===== src/rtl/bba_pkg.sv =====
// Shared types, codes and helpers for the buddy block allocator.
package bba_pkg;

	localparam int LEVELS = 7;
	localparam int NODE_W = LEVELS;
	localparam int DEP_W = 3;
	localparam int ADDR_W = 9;
	localparam int SIZE_W = 10;
	localparam int MIN_SHIFT = 3;
	localparam int NODES = 1 << LEVELS;

	typedef enum logic [1:0] {
		NODE_ABSENT = 2'd0,
		NODE_FREE   = 2'd1,
		NODE_USED   = 2'd2,
		NODE_SPLIT  = 2'd3
	} node_t;

	typedef enum logic [1:0] {
		STAT_OK       = 2'd0,
		STAT_BAD_SIZE = 2'd1,
		STAT_NO_SPACE = 2'd2,
		STAT_BAD_ADDR = 2'd3
	} status_t;

	typedef enum logic [3:0] {
		S_IDLE,
		S_A_RD,
		S_A_CK,
		S_SPLIT,
		S_RIGHT,
		S_USE,
		S_F_RD,
		S_F_CK,
		S_M_RD,
		S_M_CK,
		S_M_CLR,
		S_M_UP
	} fsm_t;

	typedef enum logic [0:0] {
		FUNC_ALLOC = 1'b0,
		FUNC_FREE  = 1'b1
	} func_t;

	// Returns {valid, depth} for a requested byte size.
	function automatic logic [DEP_W:0] size_depth(input logic [SIZE_W-1:0] size);
		logic [DEP_W:0] r;
		r = '0;
		for (int d = 0; d < LEVELS; d++) begin
			if (size == SIZE_W'(1 << (MIN_SHIFT + LEVELS - 1 - d)))
				r = {1'b1, DEP_W'(d)};
		end
		return r;
	endfunction

endpackage


===== src/rtl/buddy_block_allocator_top.sv =====
// Buddy block allocator: node tree held in one synchronous memory.
//
// Channel  | Signals                          | Handshake
// request  | func, req_size, block_addr       | start high while busy low
// result   | status, granted_addr             | done high for one cycle
//
// An item runs through a sequencer that reads one tree node at a time from
// the node memory; alloc scans up to 127 nodes and splits down to the
// target depth, free checks up to seven nodes and then merges free buddies
// upward. The result is registered once the item finishes. Reset clears
// the per-node valid bits at once, so no clearing pass is needed. The
// receiver cannot stall; busy holds off new items.
module buddy_block_allocator_top (
	input  logic                          clk,
	input  logic                          arst_n,
	input  logic                          start,
	output logic                          busy,
	input  logic                          func,
	input  logic [bba_pkg::SIZE_W-1:0]    req_size,
	input  logic [bba_pkg::ADDR_W-1:0]    block_addr,
	output logic                          done,
	output logic [1:0]                    status,
	output logic [bba_pkg::ADDR_W-1:0]    granted_addr
);
	import bba_pkg::*;

	fsm_t state_q, state_d;

	logic [1:0] mem [NODES];
	logic [NODES-1:0] vld_q;
	logic [1:0] rd_s1;
	logic [NODE_W-1:0] ra_s1;

	logic [NODE_W-1:0] idx_q;
	logic [DEP_W-1:0] dep_q, tgt_q;
	logic [ADDR_W-1:0] addr_q;
	logic done_q;
	status_t status_q;
	logic [ADDR_W-1:0] granted_q;

	logic re, we;
	logic [NODE_W-1:0] ra, wa;
	node_t wd;
	node_t rd_eff;
	logic [DEP_W:0] sz_dec;
	logic lvl_last, aligned;
	logic [NODE_W-1:0] cand;
	logic [NODE_W-1:0] off;
	logic [15:0] grant_w;

	assign sz_dec = size_depth(req_size);
	assign rd_eff = vld_q[ra_s1] ? node_t'(rd_s1)
		: ((ra_s1 == NODE_W'(1)) ? NODE_FREE : NODE_ABSENT);
	assign lvl_last = (idx_q == NODE_W'((8'd2 << dep_q) - 8'd1));
	assign aligned = ((10'(addr_q) & ((10'd1 << (4'd9 - 4'(dep_q))) - 10'd1)) == 10'd0);
	assign cand = NODE_W'((8'd1 << dep_q) + 8'(addr_q >> (4'd9 - 4'(dep_q))));
	assign off = idx_q - NODE_W'(8'd1 << dep_q);
	assign grant_w = 16'(off) << (4'd9 - 4'(dep_q));

	// Next state.
	always_comb begin
		state_d = state_q;
		unique case (state_q)
			S_IDLE: begin
				if (start) begin
					if (func == FUNC_FREE) state_d = S_F_RD;
					else if (sz_dec[DEP_W]) state_d = S_A_RD;
				end
			end
			S_A_RD: state_d = S_A_CK;
			S_A_CK: begin
				if (rd_eff == NODE_FREE)
					state_d = (dep_q == tgt_q) ? S_USE : S_SPLIT;
				else if (lvl_last && dep_q == '0)
					state_d = S_IDLE;
				else
					state_d = S_A_RD;
			end
			S_SPLIT: state_d = S_RIGHT;
			S_RIGHT: state_d = (dep_q + 1'b1 == tgt_q) ? S_USE : S_SPLIT;
			S_USE: state_d = S_IDLE;
			S_F_RD: begin
				if (aligned) state_d = S_F_CK;
				else if (dep_q == '0) state_d = S_IDLE;
			end
			S_F_CK: begin
				if (rd_eff == NODE_FREE || rd_eff == NODE_USED) state_d = S_M_RD;
				else if (dep_q == '0) state_d = S_IDLE;
				else state_d = S_F_RD;
			end
			S_M_RD: state_d = (idx_q == NODE_W'(1)) ? S_IDLE : S_M_CK;
			S_M_CK: state_d = (rd_eff == NODE_FREE) ? S_M_CLR : S_IDLE;
			S_M_CLR: state_d = S_M_UP;
			S_M_UP: state_d = S_M_RD;
			default: state_d = S_IDLE;
		endcase
	end

	// Memory controls.
	always_comb begin
		re = 1'b0;
		ra = idx_q;
		we = 1'b0;
		wa = idx_q;
		wd = NODE_ABSENT;
		unique case (state_q)
			S_A_RD: re = 1'b1;
			S_F_RD: begin
				re = aligned;
				ra = cand;
			end
			S_SPLIT: begin
				we = 1'b1;
				wd = NODE_SPLIT;
			end
			S_RIGHT: begin
				we = 1'b1;
				wa = {idx_q[NODE_W-2:0], 1'b1};
				wd = NODE_FREE;
			end
			S_USE: begin
				we = 1'b1;
				wd = NODE_USED;
			end
			S_F_CK: begin
				we = (rd_eff == NODE_FREE || rd_eff == NODE_USED);
				wd = NODE_FREE;
			end
			S_M_RD: begin
				re = (idx_q != NODE_W'(1));
				ra = idx_q ^ NODE_W'(1);
			end
			S_M_CK: begin
				we = (rd_eff == NODE_FREE);
				wd = NODE_ABSENT;
			end
			S_M_CLR: begin
				we = 1'b1;
				wa = idx_q ^ NODE_W'(1);
				wd = NODE_ABSENT;
			end
			S_M_UP: begin
				we = 1'b1;
				wa = idx_q >> 1;
				wd = NODE_FREE;
			end
			default: begin
			end
		endcase
	end

	always_ff @(posedge clk) begin
		if (we) mem[wa] <= wd;
		if (re) begin
			rd_s1 <= mem[ra];
			ra_s1 <= ra;
		end
	end

	always_ff @(posedge clk or negedge arst_n) begin
		if (!arst_n) begin
			vld_q <= '0;
		end else if (we) begin
			vld_q[wa] <= 1'b1;
		end
	end

	always_ff @(posedge clk or negedge arst_n) begin
		if (!arst_n) begin
			state_q <= S_IDLE;
			done_q <= 1'b0;
			status_q <= STAT_OK;
			granted_q <= '0;
			idx_q <= '0;
			dep_q <= '0;
			tgt_q <= '0;
			addr_q <= '0;
		end else begin
			state_q <= state_d;
			done_q <= 1'b0;
			unique case (state_q)
				S_IDLE: begin
					if (start) begin
						addr_q <= block_addr;
						if (func == FUNC_FREE) begin
							dep_q <= DEP_W'(LEVELS - 1);
						end else if (sz_dec[DEP_W]) begin
							tgt_q <= sz_dec[DEP_W-1:0];
							dep_q <= sz_dec[DEP_W-1:0];
							idx_q <= NODE_W'(8'd1 << sz_dec[DEP_W-1:0]);
						end else begin
							done_q <= 1'b1;
							status_q <= STAT_BAD_SIZE;
							granted_q <= '0;
						end
					end
				end
				S_A_CK: begin
					if (rd_eff != NODE_FREE) begin
						if (lvl_last) begin
							if (dep_q == '0) begin
								done_q <= 1'b1;
								status_q <= STAT_NO_SPACE;
								granted_q <= '0;
							end else begin
								dep_q <= dep_q - 1'b1;
								idx_q <= NODE_W'(8'd1 << (dep_q - 1'b1));
							end
						end else begin
							idx_q <= idx_q + 1'b1;
						end
					end
				end
				S_RIGHT: begin
					idx_q <= {idx_q[NODE_W-2:0], 1'b0};
					dep_q <= dep_q + 1'b1;
				end
				S_USE: begin
					done_q <= 1'b1;
					status_q <= STAT_OK;
					granted_q <= grant_w[ADDR_W-1:0];
				end
				S_F_RD: begin
					if (aligned) begin
						idx_q <= cand;
					end else if (dep_q == '0) begin
						done_q <= 1'b1;
						status_q <= STAT_BAD_ADDR;
						granted_q <= '0;
					end else begin
						dep_q <= dep_q - 1'b1;
					end
				end
				S_F_CK: begin
					if (!(rd_eff == NODE_FREE || rd_eff == NODE_USED)) begin
						if (dep_q == '0) begin
							done_q <= 1'b1;
							status_q <= STAT_BAD_ADDR;
							granted_q <= '0;
						end else begin
							dep_q <= dep_q - 1'b1;
						end
					end
				end
				S_M_RD: begin
					if (idx_q == NODE_W'(1)) begin
						done_q <= 1'b1;
						status_q <= STAT_OK;
						granted_q <= '0;
					end
				end
				S_M_CK: begin
					if (rd_eff != NODE_FREE) begin
						done_q <= 1'b1;
						status_q <= STAT_OK;
						granted_q <= '0;
					end
				end
				S_M_UP: idx_q <= idx_q >> 1;
				default: begin
				end
			endcase
		end
	end

	assign busy = (state_q != S_IDLE);
	assign done = done_q;
	assign status = status_q;
	assign granted_addr = granted_q;

	a_done_after_item: assert property (@(posedge clk) disable iff (!arst_n)
		done |-> ($past(busy) || $past(start)))
		else $error("result without an item");
	a_grant_zero: assert property (@(posedge clk) disable iff (!arst_n)
		(done && status != STAT_OK) |-> granted_addr == '0)
		else $error("nonzero address on error");
	a_no_rw_clash: assert property (@(posedge clk) disable iff (!arst_n)
		!(we && re))
		else $error("read and write in one cycle");
	a_item_starts: assert property (@(posedge clk) disable iff (!arst_n)
		(start && !busy && func == FUNC_FREE) |=> busy)
		else $error("free item not taken up");

endmodule


===== config.mk =====
export PLATFORM = sky130hd
export DESIGN_NAME = buddy_block_allocator_top
export DESIGN_NICKNAME = d
export VERILOG_FILES = /design/src/rtl/bba_pkg.sv /design/src/rtl/buddy_block_allocator_top.sv
export SDC_FILE = /design/constraint.sdc
export NUM_CORES = 1
export LEC_CHECK = 0
export BUFFER_PORTS_ARGS = -buffer_cell sky130_fd_sc_hd__buf_4
export CAP_MARGIN = 30
export CORE_ASPECT_RATIO = 1.2
export CORE_MARGIN = 2
export CORE_UTILIZATION = 60
export CTS_CLUSTER_SIZE = 25
export DETAILED_ROUTE_END_ITERATION = 12
export PLACE_DENSITY = 0.77
export RECOVER_POWER = 100
export SLEW_MARGIN = 10
export SYNTH_ARGS = -nofsm -noshare
export SYNTH_HDL_FRONTEND = slang
export SYNTH_SLANG_ARGS = --single-unit
export TNS_END_PERCENT = 1

===== constraint.sdc =====
create_clock -name clk -period 11.2 [get_ports clk]
set_clock_uncertainty 0.05 [all_clocks]
set_input_delay 0.56 -clock clk [delete_from_list [all_inputs] [get_ports clk]]
set_output_delay 0.56 -clock clk [all_outputs]
set_load 0.01 [all_outputs]

# Word level (Yosys, flattened, before mapping)
# Memories as Yosys holds them, arrays and structs flattened. A register that Yosys moved wholly into a read port is not among the register bits.
# Cells that the tools add are included.
[totals]
register_bits = 173
ram_bits = 256
input_bits = 23
output_inout_bits = 13
n_memories = 1
[op_classes]
n_addsub = 8
magnitude_cmp = 3
eq_ne = 42
shift = 7
muxes = 85
bitwise = 4
n_reduce_logical = 19
[memory_table]
columns = ["memory", "words", "word_bits", "rd", "rd_ports_with_merged_regs", "write_ports", "line_no", "text"]
rows = [
  ["mem", 128, 2, 1, 1, 1, "buddy_block_allocator_top.sv:29", "logic [1:0] mem [NODES];"],
]
[ops]
columns = ["cell", "n"]
rows = [
  ["bitwise OR 128 bit", 1],
  ["2-to-1 mux 9 bit", 10],
  ["one-hot mux 9 bit (7 select lines)", 1],
  ["2-to-1 mux 4 bit", 15],
  ["2-to-1 mux 7 bit", 7],
  ["one-hot mux 4 bit (11 select lines)", 1],
  ["2-to-1 mux 3 bit", 12],
  ["one-hot mux 7 bit (5 select lines)", 1],
  ["2-to-1 mux 2 bit", 12],
  ["!= test 2 bit (second input constant)", 12],
  ["one-hot mux 7 bit (3 select lines)", 1],
  ["<< shifter 1 x 3 -> 7 bit (first input constant)", 3],
  ["equality test 4 x 3 -> 1 bit (second input constant)", 4],
  ["equality test 4 bit (second input constant)", 4],
  ["less-than comparator 7 x 8 -> 1 bit (second input constant)", 2],
  ["2-to-1 mux 1 bit", 16],
  ["one-hot mux 3 bit (5 select lines)", 1],
  ["equality test 7 x 1 -> 1 bit (second input constant)", 2],
  ["one-hot mux 2 bit (7 select lines)", 1],
  ["one-hot mux 7 bit (2 select lines)", 1],
  ["AND reduction 7 bit", 2],
  ["AND reduction 11 bit", 1],
  ["AND 9 x 10 -> 10 bit", 1],
  ["equality test 10 bit (second input constant)", 1],
  ["other kinds (48)", 56],
]

# Logic depth before layout (Yosys ltp)
# Gate-level depths: netlist of the first run.
[logic_depth]
depth_word = 13
depth_mapped = 21
ltp_nobuf = 17

# Worst setup path before layout of the first run
# Ideal clock, no wire load.
[synth_timing]
kind = "flip-flop to flip-flop"
startpoint = "register state_q[1]"
endpoint = "memory mem[0][1], data pin"
setup_ns = 1.152
arrival_ns = 6.030
t_required_ns = 9.998
path_slack_ns = 3.968
stages_incl_launch_ff = 6
n_path_buf = 3
synth_period_minus_slack_ns = 7.232
cell_sequence = "dfrtp_1 buf_2 clkbuf_1 buf_1 xnor2_1 nor3_1"
[synth_via]
elab_chain_len = 3
elab_cells_between_ends = 7
cone_classes = "eq/ne (5); mux (1); reduce/logical (1)"
[synth_rtl]
columns = ["item", "line_no", "text"]
rows = [
  ["start, declared", "buddy_block_allocator_top.sv:27", "fsm_t state_q, state_d;"],
  ["start signal, assigned", "buddy_block_allocator_top.sv:179", "state_q <= state_d;"],
  ["equality test 4 x 3 -> 1 bit or equality test 4 bit (tied branches)", "buddy_block_allocator_top.sv:106", "unique case (state_q)"],
  ["OR reduction 3 bit (no line)", "--", ""],
  ["one-hot mux 2 bit (3 select lines) (*)", "buddy_block_allocator_top.sv:106", ""],
  ["named net wd[1]", "buddy_block_allocator_top.sv:43", "node_t wd;"],
  ["end, declared", "buddy_block_allocator_top.sv:29", ""],
]
# The timed path passes the listed nets; every way through them passes the cells marked *.

# Final worst setup path of the first run
[layout_timing]
startpoint = "register dep_q[1]"
endpoint = "register rd_s1[0], read port of mem, data pin"
[layout_via]
elab_chain_len = 6
elab_cells_between_ends = 10
cone_classes = "add/sub (3); shift (3); mux (2); bitwise (1); reduce/logical (1)"
[layout_rtl]
columns = ["item", "line_no", "text"]
rows = [
  ["start, declared", "buddy_block_allocator_top.sv:35", "logic [DEP_W-1:0] dep_q, tgt_q;"],
  ["start signal, assigned", "buddy_block_allocator_top.sv:186", "dep_q <= DEP_W'(LEVELS - 1);"],
  ["start signal, assigned", "buddy_block_allocator_top.sv:189", "dep_q <= sz_dec[DEP_W-1:0];"],
  ["start signal, assigned", "buddy_block_allocator_top.sv:206", "dep_q <= dep_q - 1'b1;"],
  ["subtractor 4 x 3 -> 4 bit", "buddy_block_allocator_top.sv:55, buddy_block_allocator_top.sv:56", ""],
  ["<< shifter 1 x 4 -> 10 bit", "buddy_block_allocator_top.sv:55", "assign aligned = ((10'(addr_q) & ((10'd1 << (4'd9 - 4'(dep_q))) - 10'd1)) == 10'd0);"],
  ["subtractor 10 x 1 -> 10 bit", "buddy_block_allocator_top.sv:55", ""],
  ["AND 9 x 10 -> 10 bit", "buddy_block_allocator_top.sv:55", ""],
  ["zero test 10 bit", "buddy_block_allocator_top.sv:55", ""],
  ["one-hot mux 1 bit (3 select lines)", "buddy_block_allocator_top.sv:106", ""],
  ["end, declared", "buddy_block_allocator_top.sv:31", "logic [1:0] rd_s1;"],
]
# Parallel ways exist; a longest one is shown, timed or not.
# A chain may end at the register's enable or synchronous reset.

==> results.json, run 1 <==
{
  "final_core_util_pct": 66.4,
  "post_drt_via_cell_ratio": 6.43,
  "synth_flop_cell": "edfxtp_1",
  "dieArea_sq_um": 36000,
  "routed_wl_mm": 54.3,
  "overflow": 0,
  "violations": "max-capacitance violations, max-slew violations",
  "die_h_microns": 207,
  "cts_tree": "yes",
  "grt_antenna_before_repair": 0,
  "initial_core_util_pct": 60.9,
  "final_layout_size_suffix_gt1_share_pct": 16.9,
  "netlist_area_sq_um": 20700,
  "cts_max_path_buffers": 3,
  "track_usage_pct": 30.4,
  "coreArea_sq_um": 34000,
  "worstMarginPinSlew_ns": 3.96,
  "port_buffers": 35,
  "timing.final.crit_share_pct": 76.2,
  "post_cts_buffers": 0,
  "detail_route.wl_per_cell_microns": 23.7,
  "vias": 14700,
  "fp-row-count": 74,
  "drv_slew": 531,
  "end_kind": "flop",
  "cts_sinks": 431,
  "cts_buffers": 43,
  "status": "finished with violations",
  "grt_pass1_wl_mm": 84.6,
  "antennaDiodeCount": 0,
  "synth-edff-count": 265,
  "maxCapViolCount": 13,
  "min_path_type": "in -> reg",
  "critical_path.max_stage_delay_ns": 1.64,
  "crit_type": "reg -> reg",
  "hpwl_mm": 34.7,
  "netlist_instances": 1801,
  "pwr-share-comb_pct": 41.4,
  "grt_pass1_vias": 14800,
  "synth_nets": 1851,
  "drt-initial-drc-count": 1889,
  "ctsResizeCount": 0,
  "power_w": 0.00645,
  "mostFrequentLayoutCells": "279 x nand2_1, 265 x edfxtp_1, 186 x nor2_1",
  "syn_avg_cell_area_sq_um": 11.5,
  "cp_cell_sequence": "clkbuf_1 -> clkinv_1 -> ha_1 -> inv_1 -> mux2i_1 -> nor2_1 -> fa_1 -> xor2_1 -> mux2i_4 -> clkbuf_1 -> inv_1 -> buf_4 -> nor2_1 -> o21ai_0 -> o311a_1 -> a211oi_1 -> o31ai_1 -> o211ai_1 -> nand4_1",
  "cts-root-buf": "clkbuf_16",
  "dp.cells": 2201,
  "arrival_ns": 8.78,
  "ant_nets": 0,
  "finalCriticalPeriod_ns": 8.54,
  "maxSlewHeadroom_pct": -164,
  "dr.pass1.iters": 8,
  "seqPwrFrac_pct": 35.6,
  "cp.required_ns": 11.44,
  "p_leak_nw": 8.96,
  "start_kind": "flop",
  "cp_max_fo": 43,
  "max-vdd-ir-drop_uv": 156,
  "path_clk_slew_ns": 0.07,
  "pwr-share-clk_pct": 23.1,
  "ys_ff_latch": 431,
  "drc": 0,
  "ff2ff_path_depth": 19,
  "worstSkewPairLatency_ns": 0.56,
  "p_switching_w": 0.00254,
  "hold_viol": 0,
  "ys_warn_count": 0,
  "grt_max_degree": 101,
  "max_freq_ghz": 0.117,
  "power.internal_w": 0.00390,
  "powerDensity_nw_per_um2": 286,
  "rsz0062_at_grt": "no",
  "ys_types": 88,
  "pin_count": 36,
  "htree_levels": 2,
  "syn_to_final_growth_pct": 9.11,
  "slowest_stage": "clkbuf_1",
  "yosysSeqAreaShare_pct": 58.5,
  "stdcell_count": 2288,
  "setup_violations": 0,
  "hold_depth": 2,
  "fin_setup_tns_ns": 0,
  "fin_nets": 1847,
  "die_w_microns": 174,
  "gp_congestion": 0.917,
  "swShare_pct": 39.4,
  "layout_commonest_cell": "nand2_1",
  "async_flop_share_pct": 38.5
}
==> power by group through the flow <==
| stage | clock (W) | combinational (W) | sequential (W) |
|---|---|---|---|
| 2_1_floorplan | 0 | 0.00197 | 0.00219 |
| 3_3_place_gp | 0 | 0.00257 | 0.00229 |
| 3_5_place_dp | 0 | 0.00262 | 0.00230 |
| 4_1_cts | 0.00149 | 0.00264 | 0.00227 |
| 5_1_grt | 0.00155 | 0.00288 | 0.00233 |
| 6_report | 0.00149 | 0.00267 | 0.00229 |
==> critical path: cells and delay by family (launching register included) <==
family | cells | cell delay [ns]
simple gates | 3 | 0.38
mux | 2 | 0.39
buf+inv | 6 | 4.30
xor+xnor | 1 | 0.21
flops | 1 | 0.33
fa+ha+maj | 2 | 1.40
compound gates | 5 | 1.16
==> sequential cells by signal, indices dropped and copies added (netlist names), 4 cells and up <==
| register | flops |
|---|---|
| granted_addr | 9 |
| state_q | 4 |
| ra_s1 | 7 |
| addr_q | 9 |
| vld_q | 128 |
| mem | 256 |
| idx_q | 7 |
==> what timing repair did <==
action / 4_1_cts / 5_1_grt
hold buffers: 0 / 1
setup endpoints to repair: 0 / 0
hold endpoints to repair: 0 / 41
==> final cells by class <==
cell class / instances / area, sq um
clock inverters: 17 / 208
flip-flops and latches: 431 / 12100
repair buffers: 63 / 389
well taps: 456 / 571
multi-input cells: 1224 / 7940
clock buffers: 63 / 1230
inverters: 34 / 128
fillers: 2480 / 11400
==> routing by layer <==
metal / GRT usage [%] / vias up / routed length (microns)
met5: 0 / - / 0
met4: 17.2 / 0 / 3570
met3: 5.55 / 214 / 4710
met2: 51.0 / 809 / 26500
met1: 37.4 / 7182 / 19500
li1: - / 6508 / -
==> synth_stat cells, types with 6 or more instances <==
master    count  area, sq um
a211oi_1      8         60.1
a21o_1        8         60.1
a21oi_1      66          330
a221oi_1      6         52.6
a22oi_1      12         90.1
a311oi_1     17          149
a31oi_1      16          100
and2_1        6         37.5
and3_1       17          106
buf_1        14         52.6
buf_2        36          180
buf_4         7         52.6
clkbuf_1     51          191
dfrtp_1     166         4150
edfxtp_1    265         7960
ha_1         25          313
inv_1        26         97.6
mux2_2       17          191
mux2i_1      20          200
mux4_2       55         1240
nand2_1     279         1050
nand2b_1      8         50.1
nand3_1      75          375
nand4_1      12         75.1
nor2_1      186          698
nor2b_1       6         37.5
nor3_1       18         90.1
nor3b_1       9         67.6
nor4_1        6         37.5
o211ai_1      9         67.6
o21ai_0      61          305
o22ai_1      11         68.8
o31ai_1      11         82.6
or2_1         9         56.3
or2_2       125          782
xnor2_1      15          131
xor2_1       13          114
==> logic make-up (layout without fill, tap and decap cells) <==
group | count (synthesis) | count (layout) | share of synthesized area, %
mux | 94 | 94 | 8.05
flops | 431 | 431 | 58.5
compound gates | 287 | 287 | 9.22
buf+inv | 146 | 177 | 3.14
fa+ha+maj | 27 | 27 | 1.71
simple gates | 787 | 787 | 18.1
xor+xnor | 29 | 29 | 1.29
==> final timing paths <==
check	from	to	slack, ns
min in group asynchronous	arst_n	state_q[1]	1.19
min reg2reg	vld_q[93]	vld_q[93]	0.41
max	dep_q[1]	rd_s1[0]	2.66
max in group asynchronous	arst_n	vld_q[35]	5.67
min	block_addr[5]	addr_q[5]	0.18
max reg2reg	dep_q[1]	rd_s1[0]	2.66
==> per-stage QoR <==
| stage | cell area, sq um | setup WS, ns | hold slack [ns] |
|---|---|---|---|
| detailed placement | 21200 | 4.80 | 0.397 |
| floorplan | 20700 | 3.97 | 0.214 |
| global route | 22600 | 2.24 | 0.183 |
| global placement | 21200 | 5.00 | 0.391 |
| finish | 22600 | 2.66 | 0.181 |
| CTS | 22700 | 4.81 | 0.104 |
Power figures use the tool's default switching activity.
==> inputs of run 2 (changes only) <==
--- a/config.mk
+++ b/config.mk
@@ -9,10 +9,10 @@
 export CAP_MARGIN = 30
 export CORE_ASPECT_RATIO = 1.2
 export CORE_MARGIN = 2
-export CORE_UTILIZATION = 60
+export CORE_UTILIZATION = 57
 export CTS_CLUSTER_SIZE = 25
 export DETAILED_ROUTE_END_ITERATION = 12
-export PLACE_DENSITY = 0.77
+export PLACE_DENSITY = 0.76
 export RECOVER_POWER = 100
 export SLEW_MARGIN = 10
 export SYNTH_ARGS = -nofsm -noshare
==> constraint.sdc (replaced) <==
create_clock -name clk -period 7.5 [get_ports clk]
set_clock_uncertainty 0.05 [all_clocks]
set_input_delay 0.375 -clock clk [delete_from_list [all_inputs] [get_ports clk]]
set_output_delay 0.375 -clock clk [all_outputs]
set_load 0.01 [all_outputs]
==> results.json, run 2 (synthesis gave the netlist of run 1 again) <==
{
  "status": "finished with violations",
  "violations": "max-capacitance violations, max-slew violations",
  "worstSkewPairLatency_ns": 0.56,
  "largest_reg_flops": 256,
  "setup_violations": 0,
  "port_buffers": 35,
  "antennaDiodeCount": 0,
  "overflow": 0,
  "dr.pass1.iters": 6,
  "hold_viol": 0,
  "path_clk_slew_ns": 0.06,
  "critical_path.max_stage_delay_ns": 0.84,
  "post_drt_via_cell_ratio": 6.53,
  "cp_max_fo": 16,
  "cp_common_cell": "mux4_2",
  "grt_pass1_wl_mm": 85.9,
  "cpLargestDelayFamily": "simple AND/OR/NAND/NOR gates",
  "drt-initial-drc-count": 1724,
  "min_path_type": "in -> reg",
  "grt_max_degree": 99,
  "gp_congestion": 0.900,
  "whs_ns": 0.0166,
  "fp-row-count": 76,
  "layout_commonest_cell": "nand2_1",
  "arrival_ns": 6.76,
  "initial_core_util_pct": 57.7,
  "path_depth": 15,
  "fin_nets": 1857,
  "start_kind": "flop",
  "drv_slew": 293,
  "syn_to_final_growth_pct": 9.73,
  "pin_count": 36,
  "cts_buffers": 42,
  "coreArea_sq_um": 35800,
  "end_kind": "flop",
  "maxCapViolCount": 5,
  "cts_max_path_buffers": 3,
  "cts_tree": "yes",
  "powerDensity_nw_per_um2": 427,
  "mostFrequentLayoutCells": "279 x nand2_1, 265 x edfxtp_1, 186 x nor2_1",
  "max_freq_ghz": 0.152,
  "fillerInstances": 2730,
  "hpwl_mm": 35.5,
  "timing.final.crit_share_pct": 87.6,
  "ff2ff_path_depth": 15,
  "path_buf_inv": 2,
  "hold_depth": 2,
  "crit_type": "reg -> reg",
  "grt_pass1_vias": 14900,
  "die_h_microns": 213,
  "final_layout_size_suffix_gt1_share_pct": 17.2,
  "die_w_microns": 178,
  "cts_sinks": 431,
  "largest-register": "mem",
  "htree_levels": 2,
  "drc": 0,
  "dieArea_sq_um": 37900,
  "slowest_stage": "edfxtp_1",
  "vias": 15100,
  "top_regs": "mem (256), vld_q (128)",
  "cts-root-buf": "clkbuf_16",
  "ant_nets": 0,
  "maxSlewHeadroom_pct": -231,
  "detail_route.wl_per_cell_microns": 24.3,
  "worstMarginPinSlew_ns": 4.96,
  "grt_antenna_before_repair": 0,
  "track_usage_pct": 30.1,
  "final_core_util_pct": 63.3,
  "rsz0062_at_grt": "no",
  "power_w": 0.00971,
  "finalCriticalPeriod_ns": 6.57,
  "max-vdd-ir-drop_uv": 269,
  "cp_cell_sequence": "buf_4 -> clkbuf_1 -> mux4_2 -> mux4_2 -> mux4_2 -> nand2_1 -> o21ai_0 -> o21ai_0 -> ha_1 -> nand3_1 -> a21oi_1 -> a21oi_1 -> or2_2 -> or3_1 -> nor2_1",
  "p_leak_nw": 9.03,
  "cp.required_ns": 7.68,
  "routed_wl_mm": 56.0,
  "fin_setup_tns_ns": 0
}
## run 2: cell count changes in the layout (fill, tap and decap cells not counted), moves of 4 or more
| cell | change |
|---|---|
| clkbuf_1 | -13 |
| or2_1 | +4 |
| dlygate4sd3_1 | +8 |
| clkinv_1 | +6 |
| or2_0 | -4 |
| buf_4 | +7 |
## run 2: area by class of cell
cell class                 count  area (sq um)  area share [%]
sequential                   431         12100            53.3
multi-input combinational   1224          7940            35.0
clock buffer                  54          1160            5.10
tap                          468           586            2.58
timing repair buffer          74           551            2.42
clock inverter                23           231            1.02
inverter                      34           128           0.562
## run 2: report_power, final
group / switching [W] / total, W / internal, W
combinational: 0.00260 / 0.00408 / 0.00148
sequential: 0.000416 / 0.00349 / 0.00308
clock: 0.000904 / 0.00214 / 0.00123
total: 0.00392 / 0.00971 / 0.00579
## run 2: metal layers
metal  GRT usage [%]  vias up  share of wire, %
met3            5.47      211               8.5
li1                -     6550                 -
met2            49.7      892                48
met1            38.2     7428                37
met4            15.8        0               5.7
met5               0        -                 0
## run 2: path summary, 6_finish.rpt
path / startpoint / to / slack (ns)
min in group asynchronous: arst_n / state_q[1] / 0.41
max reg2reg: ra_s1[1] / mem[46][0] / 0.93
min: block_addr[0] / addr_q[0] / 0.02
max in group asynchronous: arst_n / vld_q[50] / 1.76
max: ra_s1[1] / mem[46][0] / 0.93
min reg2reg: vld_q[38] / vld_q[38] / 0.41
## run 2: timing repair
| action | CTS | global route |
|---|---|---|
| hold buffers | 9 | 0 |
| resized for setup | 0 | 0 |
| setup buffers | 0 | 0 |
| hold endpoints to repair | 105 | 0 |
## run 2: per-stage QoR
step | cell area (sq um) | cells | setup WS, ns
6_report | 22700 | 2308 | 0.928
5_1_grt | 22700 | 2308 | 0.731
4_1_cts | 22700 | 2304 | 1.55
3_5_place_dp | 21300 | 2218 | 1.58
3_3_place_gp | 21200 | 2216 | 1.68
2_1_floorplan | 20700 | 1801 | 0.268
## run 2: worst reg2reg max path, stage by stage (launching register included)
cell	delay (ns)
edfxtp_1	0.84
buf_4	0.44
clkbuf_1	0.67
mux4_2	0.47
mux4_2	0.50
mux4_2	0.47
nand2_1	0.07
o21ai_0	0.12
o21ai_0	0.23
ha_1	0.49
nand3_1	0.14
a21oi_1	0.17
a21oi_1	0.08
or2_2	0.34
or3_1	0.77
nor2_1	0.40
